===== src/rtl/psel_pkg.sv =====
`default_nettype none
// ----------------------------------------------------------------------------
// psel_pkg
// Shared types and constants for the proportional share selector.
// ----------------------------------------------------------------------------
package psel_pkg;

	localparam int MAX_CLASSES = 4;
	localparam int CLS_W       = 2;
	localparam int CNT_W       = 10;
	localparam int CCNT_W      = 3;
	localparam int W_W         = 8;
	localparam int SUM_W       = 12;
	localparam int PROD_W      = W_W + SUM_W;
	localparam int SCORE_W     = PROD_W + 1;
	localparam int CFG_IDX_W   = 2;
	localparam int CFG_DATA_W  = 32;

	localparam logic [CNT_W-1:0] CNT_MAX = {CNT_W{1'b1}};

	// register indexes on the config port
	localparam logic [CFG_IDX_W-1:0] REG_CLASS_COUNT   = 2'd0;
	localparam logic [CFG_IDX_W-1:0] REG_TARGET_ALIVE  = 2'd1;
	localparam logic [CFG_IDX_W-1:0] REG_CLASS_WEIGHTS = 2'd2;

	// item opcodes
	localparam logic OP_TICK    = 1'b0;
	localparam logic OP_RELEASE = 1'b1;

	typedef struct packed {
		logic             op;
		logic [CLS_W-1:0] release_class;
	} item_t;

	typedef struct packed {
		logic             granted;
		logic [CLS_W-1:0] granted_class;
		logic [CNT_W-1:0] live_total;
	} result_t;

	typedef logic [MAX_CLASSES-1:0][CNT_W-1:0] counts_t;

	// selector verdict: valid when at least one class is in use
	typedef struct packed {
		logic             valid;
		logic [CLS_W-1:0] cls;
	} pick_t;

endpackage
`default_nettype wire


===== src/rtl/psel_pick.sv =====
`default_nettype none
// ----------------------------------------------------------------------------
// psel_pick
// Largest-deficit class pick: scores w*T - 256*c per class (w alone when T is zero), first max wins.
// ----------------------------------------------------------------------------
module psel_pick (
	input  wire psel_pkg::counts_t                   counts,
	input  wire logic [psel_pkg::CFG_DATA_W-1:0]     weights,
	input  wire logic [psel_pkg::CCNT_W-1:0]         n_used,
	output psel_pkg::pick_t                          pick
);

	logic [psel_pkg::SUM_W-1:0]          total_in_use;
	logic signed [psel_pkg::SCORE_W-1:0] score [psel_pkg::MAX_CLASSES];
	logic [psel_pkg::PROD_W-1:0]         prod  [psel_pkg::MAX_CLASSES];
	logic signed [psel_pkg::SCORE_W-1:0] best;
	logic [psel_pkg::CLS_W-1:0]          best_cls;

	// live sum over classes in use
	always_comb begin
		total_in_use = '0;
		for (int i = 0; i < psel_pkg::MAX_CLASSES; i++) begin
			if (psel_pkg::CCNT_W'(i) < n_used) begin
				total_in_use = total_in_use + psel_pkg::SUM_W'(counts[i]);
			end
		end
	end

	always_comb begin
		for (int i = 0; i < psel_pkg::MAX_CLASSES; i++) begin
			prod[i] = psel_pkg::PROD_W'(weights[psel_pkg::W_W*i +: psel_pkg::W_W])
				* psel_pkg::PROD_W'(total_in_use);
			if (total_in_use == '0) begin
				score[i] = $signed(psel_pkg::SCORE_W'(weights[psel_pkg::W_W*i +: psel_pkg::W_W]));
			end else begin
				score[i] = $signed({1'b0, prod[i]})
					- $signed({3'b000, counts[i], 8'h00});
			end
		end
	end

	// strict greater-than keeps the lowest index on ties
	always_comb begin
		best     = score[0];
		best_cls = '0;
		for (int i = 1; i < psel_pkg::MAX_CLASSES; i++) begin
			if ((psel_pkg::CCNT_W'(i) < n_used) && (score[i] > best)) begin
				best     = score[i];
				best_cls = psel_pkg::CLS_W'(i);
			end
		end
	end

	assign pick.valid = (n_used != '0);
	assign pick.cls   = best_cls;

endmodule
`default_nettype wire


===== src/rtl/proportional_share_selector.sv =====
`default_nettype none
// ----------------------------------------------------------------------------
// proportional_share_selector
// Live-count tracker that grants ticks to the class furthest below its share.
// ----------------------------------------------------------------------------
// Takes one beat per cycle while item_stall is low and returns exactly
// one result beat per item (input register, then result register). A
// tick beat grants a selection when classes are in use and the live total
// is below target_alive; the granted class is the one with the largest
// w*T - 256*c (T = live sum over classes in use, or weight alone when T is
// zero), lowest index on ties. A release beat decrements the named class
// and the total, both saturating at zero. The per-class counts and the
// total update in the same cycle the item leaves the input register, so
// the next item always sees them; the limiting path is the four 8x12
// products and the compare chain in psel_pick. Config registers are
// written via cfg_wr_en/cfg_index/cfg_wdata by the user while the block
// is idle (unenforced); index 3 is ignored. Counts and config reset to zero.
// ----------------------------------------------------------------------------
module proportional_share_selector (
	input  wire logic                                  clk,
	input  wire logic                                  arst_n,
	// config port
	input  wire logic                                  cfg_wr_en,
	input  wire logic [psel_pkg::CFG_IDX_W-1:0]        cfg_index,
	input  wire logic [psel_pkg::CFG_DATA_W-1:0]       cfg_wdata,
	// item channel
	input  wire logic                                  item_valid,
	output logic                                       item_stall,
	input  wire psel_pkg::item_t                       item,
	// result channel
	output logic                                       result_valid,
	input  wire logic                                  result_stall,
	output psel_pkg::result_t                          result
);

	// config registers
	logic [psel_pkg::CCNT_W-1:0]     class_count_q;
	logic [psel_pkg::CNT_W-1:0]      target_alive_q;
	logic [psel_pkg::CFG_DATA_W-1:0] class_weights_q;

	// state
	psel_pkg::counts_t               per_class_q;
	logic [psel_pkg::CNT_W-1:0]      total_q;

	// input stage
	logic                            valid_s1;
	psel_pkg::item_t                 item_s1;

	// result stage
	logic                            result_valid_q;
	psel_pkg::result_t               result_q;

	logic                            out_free;
	logic                            adv_s1;
	logic [psel_pkg::CCNT_W-1:0]     n_used;
	psel_pkg::pick_t                 pick;
	logic                            is_release;
	logic                            grant;
	logic [psel_pkg::CNT_W-1:0]      total_next;

	// ---------------- config ----------------
	always_ff @(posedge clk or negedge arst_n) begin
		if (!arst_n) begin
			class_count_q   <= '0;
			target_alive_q  <= '0;
			class_weights_q <= '0;
		end else if (cfg_wr_en) begin
			unique case (cfg_index)
				psel_pkg::REG_CLASS_COUNT:   class_count_q   <= cfg_wdata[psel_pkg::CCNT_W-1:0];
				psel_pkg::REG_TARGET_ALIVE:  target_alive_q  <= cfg_wdata[psel_pkg::CNT_W-1:0];
				psel_pkg::REG_CLASS_WEIGHTS: class_weights_q <= cfg_wdata;
				default: ;
			endcase
		end
	end

	// oversized class_count clamps to the class ceiling
	assign n_used = (class_count_q > psel_pkg::CCNT_W'(psel_pkg::MAX_CLASSES))
		? psel_pkg::CCNT_W'(psel_pkg::MAX_CLASSES) : class_count_q;

	// ---------------- handshake ----------------
	// result register frees when empty or being taken this cycle
	assign out_free   = !result_valid_q || !result_stall;
	assign adv_s1     = valid_s1 && out_free;
	assign item_stall = valid_s1 && !out_free;

	always_ff @(posedge clk or negedge arst_n) begin
		if (!arst_n) begin
			valid_s1 <= 1'b0;
		end else if (!item_stall) begin
			valid_s1 <= item_valid;
		end
	end

	always_ff @(posedge clk) begin
		if (item_valid && !item_stall) begin
			item_s1 <= item;
		end
	end

	// ---------------- selection ----------------
	psel_pick u_pick (
		.counts  (per_class_q),
		.weights (class_weights_q),
		.n_used  (n_used),
		.pick    (pick)
	);

	assign is_release = (item_s1.op == psel_pkg::OP_RELEASE);
	assign grant      = !is_release && pick.valid && (total_q < target_alive_q);

	always_comb begin
		total_next = total_q;
		if (is_release) begin
			if (total_q != '0) begin
				total_next = total_q - 1'b1;
			end
		end else if (grant) begin
			total_next = total_q + 1'b1;
		end
	end

	// ---------------- state update ----------------
	always_ff @(posedge clk or negedge arst_n) begin
		if (!arst_n) begin
			per_class_q <= '0;
			total_q     <= '0;
		end else if (adv_s1) begin
			total_q <= total_next;
			for (int i = 0; i < psel_pkg::MAX_CLASSES; i++) begin
				if (is_release && (item_s1.release_class == psel_pkg::CLS_W'(i))) begin
					if (per_class_q[i] != '0) begin
						per_class_q[i] <= per_class_q[i] - 1'b1;
					end
				end else if (grant && (pick.cls == psel_pkg::CLS_W'(i))) begin
					if (per_class_q[i] != psel_pkg::CNT_MAX) begin
						per_class_q[i] <= per_class_q[i] + 1'b1;
					end
				end
			end
		end
	end

	// ---------------- result register ----------------
	always_ff @(posedge clk or negedge arst_n) begin
		if (!arst_n) begin
			result_valid_q <= 1'b0;
		end else if (out_free) begin
			result_valid_q <= adv_s1;
		end
	end

	always_ff @(posedge clk) begin
		if (adv_s1) begin
			result_q.granted       <= grant;
			result_q.granted_class <= grant ? pick.cls : '0;
			result_q.live_total    <= total_next;
		end
	end

	assign result_valid = result_valid_q;
	assign result       = result_q;

`ifndef ASSERT_OFF
	// a grant only happens below the target
	a_grant_below_target: assert property (@(posedge clk) disable iff (!arst_n)
		adv_s1 && grant |-> total_q < target_alive_q)
		else $error("grant with live total at or above target");

	// granted class must be one in use
	a_grant_in_use: assert property (@(posedge clk) disable iff (!arst_n)
		adv_s1 && grant |-> psel_pkg::CCNT_W'(pick.cls) < n_used)
		else $error("granted class not in use");

	// release never raises the total, and saturates at zero
	a_release_total: assert property (@(posedge clk) disable iff (!arst_n)
		adv_s1 && is_release |=>
			(($past(total_q) == '0) && (total_q == '0)) ||
			(($past(total_q) != '0) && (total_q == $past(total_q) - 1'b1)))
		else $error("release total update wrong");

	// input stalls only with a held item behind a blocked result
	a_stall_cause: assert property (@(posedge clk) disable iff (!arst_n)
		item_stall |-> valid_s1 && result_valid_q && result_stall)
		else $error("input stalled without cause");
`endif

endmodule
`default_nettype wire

===== config.mk =====
export PLATFORM = sky130hd
export DESIGN_NAME = proportional_share_selector
export DESIGN_NICKNAME = d
export VERILOG_FILES = /design/src/rtl/psel_pkg.sv /design/src/rtl/psel_pick.sv /design/src/rtl/proportional_share_selector.sv
export SDC_FILE = /design/constraint.sdc
export NUM_CORES = 1
export LEC_CHECK = 0
export BUFFER_PORTS_ARGS = -buffer_cell sky130_fd_sc_hd__buf_2
export CORE_UTILIZATION = 30
export CTS_BUF_LIST = sky130_fd_sc_hd__clkbuf_4 sky130_fd_sc_hd__clkbuf_8 sky130_fd_sc_hd__clkbuf_16
export CTS_CLUSTER_SIZE = 24
export DETAILED_ROUTE_END_ITERATION = 16
export HOLD_SLACK_MARGIN = 0.15
export PLACE_DENSITY = 0.55
export SLEW_MARGIN = 10
export SYNTH_ARGS = -nofsm -noshare
export SYNTH_HDL_FRONTEND = slang
export SYNTH_HIERARCHICAL = 1
export SYNTH_SLANG_ARGS = --single-unit

===== constraint.sdc =====
create_clock -name clk -period 17.26 [get_ports clk]
set_input_delay 4.315 -clock clk [delete_from_list [all_inputs] [get_ports clk]]
set_output_delay 4.315 -clock clk [all_outputs]
set_load 0.02 [all_outputs]

==> tab_implementation.tex, run 1 <==
\begin{tabular}{lr}
\hline
Metric & Value \\
\hline
\multicolumn{2}{l}{\textbf{Yosys}} \\
\quad Proportion of synthesized chip area in sequential cells & 0.117 \\
\quad Share of flip-flops with an asynchronous set or reset after synthesis & 0.858 \\
\quad Commonest cells post-synth & inv\_1 (405), nand2\_1 (343), fa\_1 (303) \\
\quad Post-Synthesis Cell Area & 24800 sq um \\
\quad Post-synthesis register bit count & 113 \\
\quad Yosys warning count & 6 \\
\quad Post-synth cell types & 95 \\
\quad Mapped Nets & 3471 \\
\quad Simple-Gate Fraction of Synth Area & 0.176 \\
\quad Gate count of the mapped netlist & approximately 2800 \\
\quad Adder-cell area share of the yosys netlist & 0.388 \\
\quad Top-area cell type share of the netlist area & 0.245 \\
\quad Cell with the most instances after synthesis & inv\_1 \\
\quad Number of enable flip-flop cells after synthesis & 16 \\
\quad XOR/XNOR share of the synthesized area & 0.0473 \\
\quad Post-Syn Area per Cell & 8.71 sq um \\
\quad Main combinational cell family by area after synthesis & adder cells \\
\quad Cell types occupying the most area after synthesis & fa\_1 (25\%), ha\_1 (14\%), dfrtp\_1 (9.8\%) \\
\quad Most used DFF post-synth & dfrtp\_1 \\
\quad Synth area leader & fa\_1 \\
\quad Complex-gate fraction of the synthesized area & 0.120 \\
\quad Multiplexer share of the synthesized area & 0.0679 \\
\multicolumn{2}{l}{\textbf{Clocking}} \\
\quad CTS root buf & clkbuf\_16 \\
\quad Later-pin clock latency in the skew report & about 450 ps \\
\quad Clock Tree Buf Depth & 2 \\
\quad Number of levels in the clock H-tree & 4 \\
\quad Clock buffers created by TritonCTS & 17 \\
\quad Clock slew at the register clock pins of the worst setup and hold paths & 60 ps \\
\quad Sinks on the clock net & 113 \\
\quad Clock tree from TritonCTS & yes \\
\multicolumn{2}{l}{\textbf{Worst setup path}} \\
\quad Critical path arrival & $\sim$17000 ps \\
\quad Most repeated library cell on the critical path & ha\_1 \\
\quad Critical path's slowest cell & or4\_1 \\
\quad Top fanout value on the critical path & 17 \\
\quad Count of cells along the worst register-to-register path & 74 \\
\quad Delay of the slowest cell on the worst path & 570 ps \\
\quad Worst R2R End & per\_class\_q[18] \\
\quad Minimum setup slack among reg-to-reg paths & 810 ps \\
\quad Worst Path Class, Setup & flop to flop \\
\quad Element type at the critical path end & flop \\
\quad Req. time, crit path & 17590 ps \\
\quad Critical R2R Launch & class\_count\_q[1] \\
\quad Kind of launch point of the worst setup path & flop \\
\multicolumn{2}{l}{\textbf{Die}} \\
\quad Starting Density & 0.305 \\
\quad Die area & between 80000 and 90000 sq um \\
\quad Floorplan die height & approximately 290 um \\
\quad Core ar. & 81100 sq um \\
\quad Die W & 289 um \\
\quad Core Rows & 104 \\
\quad Io pins & 57 \\
\multicolumn{2}{l}{\textbf{Layout}} \\
\quad Area Overhead vs Synth & 10.2\% \\
\quad Diodes inserted & 0 \\
\quad Nets@finish & 3496 \\
\quad Share of layout cells above drive strength 1 & 0.112 \\
\quad Number of fillers in the final layout & 8386 \\
\multicolumn{2}{l}{\textbf{Global route}} \\
\quad Number of global-route vias before repair & 19979 \\
\quad Sum of overflow across all layers after global routing & 0 \\
\quad Initial antenna violation count & 1 \\
\quad Combined global-route utilization of all metal layers & 0.171 \\
\quad Pin count of the biggest net entering global routing & 52 \\
\quad Wire length of the first global-routing pass & 112000 um \\
\multicolumn{2}{l}{\textbf{Status}} \\
\quad Status & finished clean \\
\multicolumn{2}{l}{\textbf{Routing}} \\
\quad Total wire length & 70200 um \\
\quad Number of detailed-routing iterations run before antenna repair & 6 \\
\quad Violation count after the first detailed-route iteration & 1060 \\
\quad DR vias & 19762 \\
\quad Post-route DRC & 0 \\
\quad Antenna viol nets, final & 0 \\
\quad Routed wire per std cell & 17.8 um \\
\quad Via-to-Cell Ratio & 5.01 \\
\multicolumn{2}{l}{\textbf{Hold path}} \\
\quad Worst Hold Path EP & class\_count\_q[0] \\
\quad Worst min path class & flop to flop \\
\quad Number of cells traversed by the worst hold path & 1 \\
\quad Hold path start & class\_count\_q[0] \\
\multicolumn{2}{l}{\textbf{STA}} \\
\quad Final number of max-transition violations & 0 \\
\quad Final setup TNS & 0 ps \\
\quad Final Hold Violating Endpoints & 0 \\
\quad Setup clock skew after layout & 15.1 ps \\
\quad Crit share post-route & 0.953 \\
\quad Max-slew headroom & 0.343 \\
\quad Final critical path time including I/O delays and setup & 16450 ps \\
\quad Final worst slack & between 800 and 900 ps \\
\quad Worst Tran Pin Value & 985 ps \\
\quad Count of endpoints failing setup in the final report & 0 \\
\quad Max Clock Freq & 60.8 MHz \\
\multicolumn{2}{l}{\textbf{Placement}} \\
\quad Weighted congestion at the end of routability-driven global placement & 0.922 \\
\quad Port Buffers & 56 \\
\quad Worst slack at placement & -48.6 ps \\
\quad Dpl hpwl & $\sim$56000 um \\
\multicolumn{2}{l}{\textbf{Flow run}} \\
\quad Max-cap violations & 0 \\
\hline
\end{tabular}
==> sequential cells by signal, summed over array words and instances (netlist names) <==
name / cells
item_s1: 2
result: 13
per_class_q: 40
result_valid: 1
valid_s1: 1
is_release: 1
total_q: 10
target_alive_q: 10
class_count_q: 3
class_weights_q: 32
==> layout make-up <==
| class | instances | area [sq um] | area share |
|---|---|---|---|
| inverters | 405 | 1520 | 0.0557 |
| repair buffers | 130 | 882 | 0.0323 |
| clock inverters | 14 | 168 | 0.00615 |
| clock buffers | 18 | 439 | 0.0161 |
| multi-input cells | 2201 | 20000 | 0.734 |
| well taps | 1060 | 1330 | 0.0486 |
| flip-flops and latches | 113 | 2910 | 0.107 |
==> placed cells by master (no fill, tap or decap), types with 81 or more instances in the layout <==
master,count
a21oi_1,109
and2_1,147
dfrtp_1,96
fa_1,303
ha_1,283
inv_1,405
mux2i_1,81
nand2_1,343
nor2_1,142
o21ai_0,95
==> worst max-delay path by stage <==
stage / from / end / slack, ps
2_1_floorplan: class_count_q[2] / per_class_q[8] / 360
3_3_place_gp: class_count_q[1] / per_class_q[29] / 160
3_5_place_dp: class_count_q[1] / per_class_q[29] / -50
4_1_cts: class_count_q[1] / per_class_q[9] / 30
5_1_grt: class_count_q[1] / per_class_q[18] / -60
6_report: class_count_q[1] / per_class_q[18] / 810
==> through the flow <==
step	hold slack [ps]	util	cells	area, sq um
CTS	508	0.333	3933	27000
floorplan	457	-	2843	24800
global route	514	0.336	3941	27300
finish	505	0.336	3941	27300
global placement	482	0.326	3901	26400
detailed placement	477	0.326	3901	26400
==> repair_timing <==
item / 4_1_cts / 5_1_grt
endpoints found under the hold margin: 0 / 0
gates resized for setup: 2 / 46
endpoints found under the setup margin: 9 / 42
pin swaps: 0 / 10
setup buffers: 0 / 8
hold buffers: 0 / 0
==> cells by family (layout without fill, tap and decap cells) <==
kind of cell             after synthesis  after routing
XOR/XNOR                             132            132
buffers and inverters                529            567
AO/OA/AOI/OAI                        446            446
AND/OR/NAND/NOR                      883            883
adder cells (fa/ha/maj)              586            586
flip-flops                           113            113
multiplexers                         154            154
==> critical path: cells and delay by family (launching register included) <==
kind	cells	cell delay, ps
AOI/OAI and AO/OA	24	4750
xor gates and xnor gates	5	860
adders and majority gates	11	4110
buffers and inverters	7	1140
DFF	1	380
muxes	5	1250
and+or+nand+nor	22	3830
==> per-layer routing <==
layer,GRT usage,share of wire,up-vias
met1,0.230,0.46,9790
li1,-,-,9478
met2,0.290,0.48,394
met4,0.0550,0.028,0
met5,0,0,-
met3,0.0128,0.032,100
Power of run 1 is not shown: default switching activity piles up to over one toggle a cycle in this logic, so the estimate is an artifact.
==> inputs of run 2 (changes only) <==
Settings changed: PLACE_DENSITY 0.55 to 0.53.
Clock period 17.26 ns to 16.12 ns, I/O delays scaled along.
==> run 2 against run 1 <==
Non-clock buffer count grew 225. Core utilization grew 3.0 points. Via count increased by 4.0%.
==> tab_implementation.tex, run 2 (synthesis gave the netlist of run 1 again) <==
\begin{tabular}{lr}
\hline
Metric & Value \\
\hline
\multicolumn{2}{l}{\textbf{Worst setup path}} \\
\quad Category of cells accounting for the largest share of critical-path delay & compound AO/OA/AOI/OAI gates \\
\quad Critical path depth in cells & 77 (+4.1\%) \\
\quad Critical path's slowest cell & fa\_1 \\
\quad Most repeated library cell on the critical path & o21a\_1 \\
\quad Buf/Inv on CP & 9 (+2) \\
\quad Worst Path Class, Setup & flop to flop \\
\quad Kind of launch point of the worst setup path & flop \\
\quad Critical path arrival & 16090 ps (-690 ps) \\
\quad Critical R2R Launch & class\_count\_q[0] \\
\quad Req. time, crit path & 16450 ps (-1140 ps) \\
\quad Count of cells along the worst register-to-register path & 77 (+4.1\%) \\
\quad Minimum setup slack among reg-to-reg paths & 360 ps (-450 ps) \\
\quad Worst R2R End & per\_class\_q[18] \\
\quad Element type at the critical path end & flop \\
\quad Top fanout value on the critical path & 6 (-11) \\
\quad Delay of the slowest cell on the worst path & 550 ps (-20 ps) \\
\multicolumn{2}{l}{\textbf{STA}} \\
\quad Final number of max-transition violations & 0 (unchanged) \\
\quad Setup clock skew after layout & 18.7 ps (+3.61 ps) \\
\quad Crit share post-route & 0.978 (+0.0248) \\
\quad Max-slew headroom & 0.201 (-0.141) \\
\quad Setup repair after global routing missed its margin & true \\
\quad Final worst slack & 356 ps (-453 ps) \\
\quad Count of endpoints failing setup in the final report & 0 (unchanged) \\
\quad Final Hold Violating Endpoints & 0 (unchanged) \\
\quad Worst Tran Pin Value & 1200 ps (+210 ps) \\
\quad Final critical path time including I/O delays and setup & 15760 ps (-687 ps) \\
\quad Max Clock Freq & 63.4 MHz (+4.4\%) \\
\multicolumn{2}{l}{\textbf{Status}} \\
\quad Status & finished clean \\
\multicolumn{2}{l}{\textbf{Routing}} \\
\quad Via-to-Cell Ratio & 4.93 (-1.6\%) \\
\quad Antenna viol nets, final & 0 (unchanged) \\
\quad Number of detailed-routing iterations run before antenna repair & 7 (+1) \\
\quad Routed wire per std cell & 17.4 um (-2.1\%) \\
\quad Violation count after the first detailed-route iteration & 982 (-7.4\%) \\
\quad DR vias & 20550 (+4.0\%) \\
\quad Total wire length & 72600 um (+3.5\%) \\
\quad Post-route DRC & 0 (unchanged) \\
\multicolumn{2}{l}{\textbf{Die}} \\
\quad Floorplan die height & 289 um (unchanged) \\
\quad Io pins & 57 (unchanged) \\
\quad Core Rows & 104 (unchanged) \\
\quad Die W & 289 um (unchanged) \\
\quad Core ar. & 81100 sq um (unchanged) \\
\quad Die area & 83700 sq um (unchanged) \\
\quad Starting Density & 0.305 (unchanged) \\
\multicolumn{2}{l}{\textbf{Clocking}} \\
\quad Number of levels in the clock H-tree & 4 (unchanged) \\
\quad Clock Tree Buf Depth & 2 (unchanged) \\
\quad Clock tree from TritonCTS & yes \\
\quad CTS root buf & clkbuf\_16 \\
\quad Clock buffers created by TritonCTS & 17 (unchanged) \\
\quad Number of hold buffers added after cts & 0 (unchanged) \\
\quad Later-pin clock latency in the skew report & 450 ps (about the same) \\
\quad Clock slew at the register clock pins of the worst setup and hold paths & 70 ps (about the same) \\
\quad Sinks on the clock net & 113 (unchanged) \\
\multicolumn{2}{l}{\textbf{Global route}} \\
\quad Wire length of the first global-routing pass & 114000 um (+1.5\%) \\
\quad Number of global-route vias before repair & 20560 (+2.9\%) \\
\quad Initial antenna violation count & 1 (unchanged) \\
\quad Pin count of the biggest net entering global routing & 51 (-1.9\%) \\
\quad Sum of overflow across all layers after global routing & 0 (unchanged) \\
\quad Combined global-route utilization of all metal layers & 0.174 (+0.00304) \\
\multicolumn{2}{l}{\textbf{Layout}} \\
\quad Area Overhead vs Synth & 20.1\% \\
\quad Nets@finish & 3721 (+6.4\%) \\
\quad Leading cell types in the layout, fill and taps excluded & inv\_1 (403), nand2\_1 (339), fa\_1 (300) \\
\quad Diodes inserted & 0 (unchanged) \\
\quad Design Area, Final & 29700 sq um (+9.0\%) \\
\quad Leading cell type in the layout, fill and taps excluded & inv\_1 \\
\quad Top register by number of flip-flops & per\_class\_q \\
\quad Share of layout cells above drive strength 1 & 0.206 (+0.0936) \\
\quad Max FFs per register & 40 (unchanged) \\
\quad Number of fillers in the final layout & 8353 (-0.39\%) \\
\multicolumn{2}{l}{\textbf{Placement}} \\
\quad Port Buffers & 56 (unchanged) \\
\quad Dpl hpwl & 57700 um (+3.8\%) \\
\quad Worst slack at placement & -414 ps (-366 ps) \\
\quad Weighted congestion at the end of routability-driven global placement & 0.905 (-1.9\%) \\
\quad Instance area at placement & 27900 sq um (+5.9\%) \\
\multicolumn{2}{l}{\textbf{Hold path}} \\
\quad Worst min path class & flop to flop \\
\quad Number of cells traversed by the worst hold path & 1 (unchanged) \\
\quad Worst Hold Path EP & result\_valid \\
\quad Hold path start & valid\_s1 \\
\multicolumn{2}{l}{\textbf{Flow run}} \\
\quad Max-cap violations & 0 (unchanged) \\
\hline
\end{tabular}
run 2: how the worst max path moves through the flow:
stage	to	startpoint	slack [ps]
after floorplan	per_class_q[8]	class_count_q[2]	20
after global placement	per_class_q[8]	class_count_q[2]	-160
after detailed placement	per_class_q[38]	class_count_q[2]	-410
after CTS	per_class_q[23]	class_count_q[2]	1
after global routing	per_class_q[18]	class_count_q[2]	-370
final	per_class_q[18]	class_count_q[0]	360
run 2: metal layers:
layer,vias up,track usage,share of wire
li1,9901,-,-
met1,10192,0.231,0.46
met2,376,0.302,0.49
met3,81,0.0166,0.033
met4,0,0.0459,0.022
met5,-,0,0
run 2: per-stage QoR:
step	instances	util	hold slack (ps)	TNS [ps]
detailed placement	4095	0.345	489	-12760
global placement	4095	0.345	486	-2340
finish	4166	0.367	502	0
global route	4166	0.367	523	-11560
floorplan	2843	-	457	0
CTS	4128	0.354	501	0
run 2: cell type report:
| class | instances | area [sq um] | area share |
|---|---|---|---|
| timing repair buffer | 355 | 2760 | 0.0928 |
| multi-input combinational | 2201 | 20600 | 0.693 |
| clock inverter | 14 | 168 | 0.00564 |
| tap | 1060 | 1330 | 0.0446 |
| clock buffer | 18 | 439 | 0.0148 |
| sequential | 113 | 2910 | 0.0979 |
| inverter | 405 | 1520 | 0.0512 |
run 2: timing repair:
item                                    CTS  global route
pin swaps                                 7            97
buffers inserted                          1            37
cloned                                    0             2
endpoints found under the setup margin   40            42
resized for setup                        36           174
Power of run 2 is left out for the same reason.
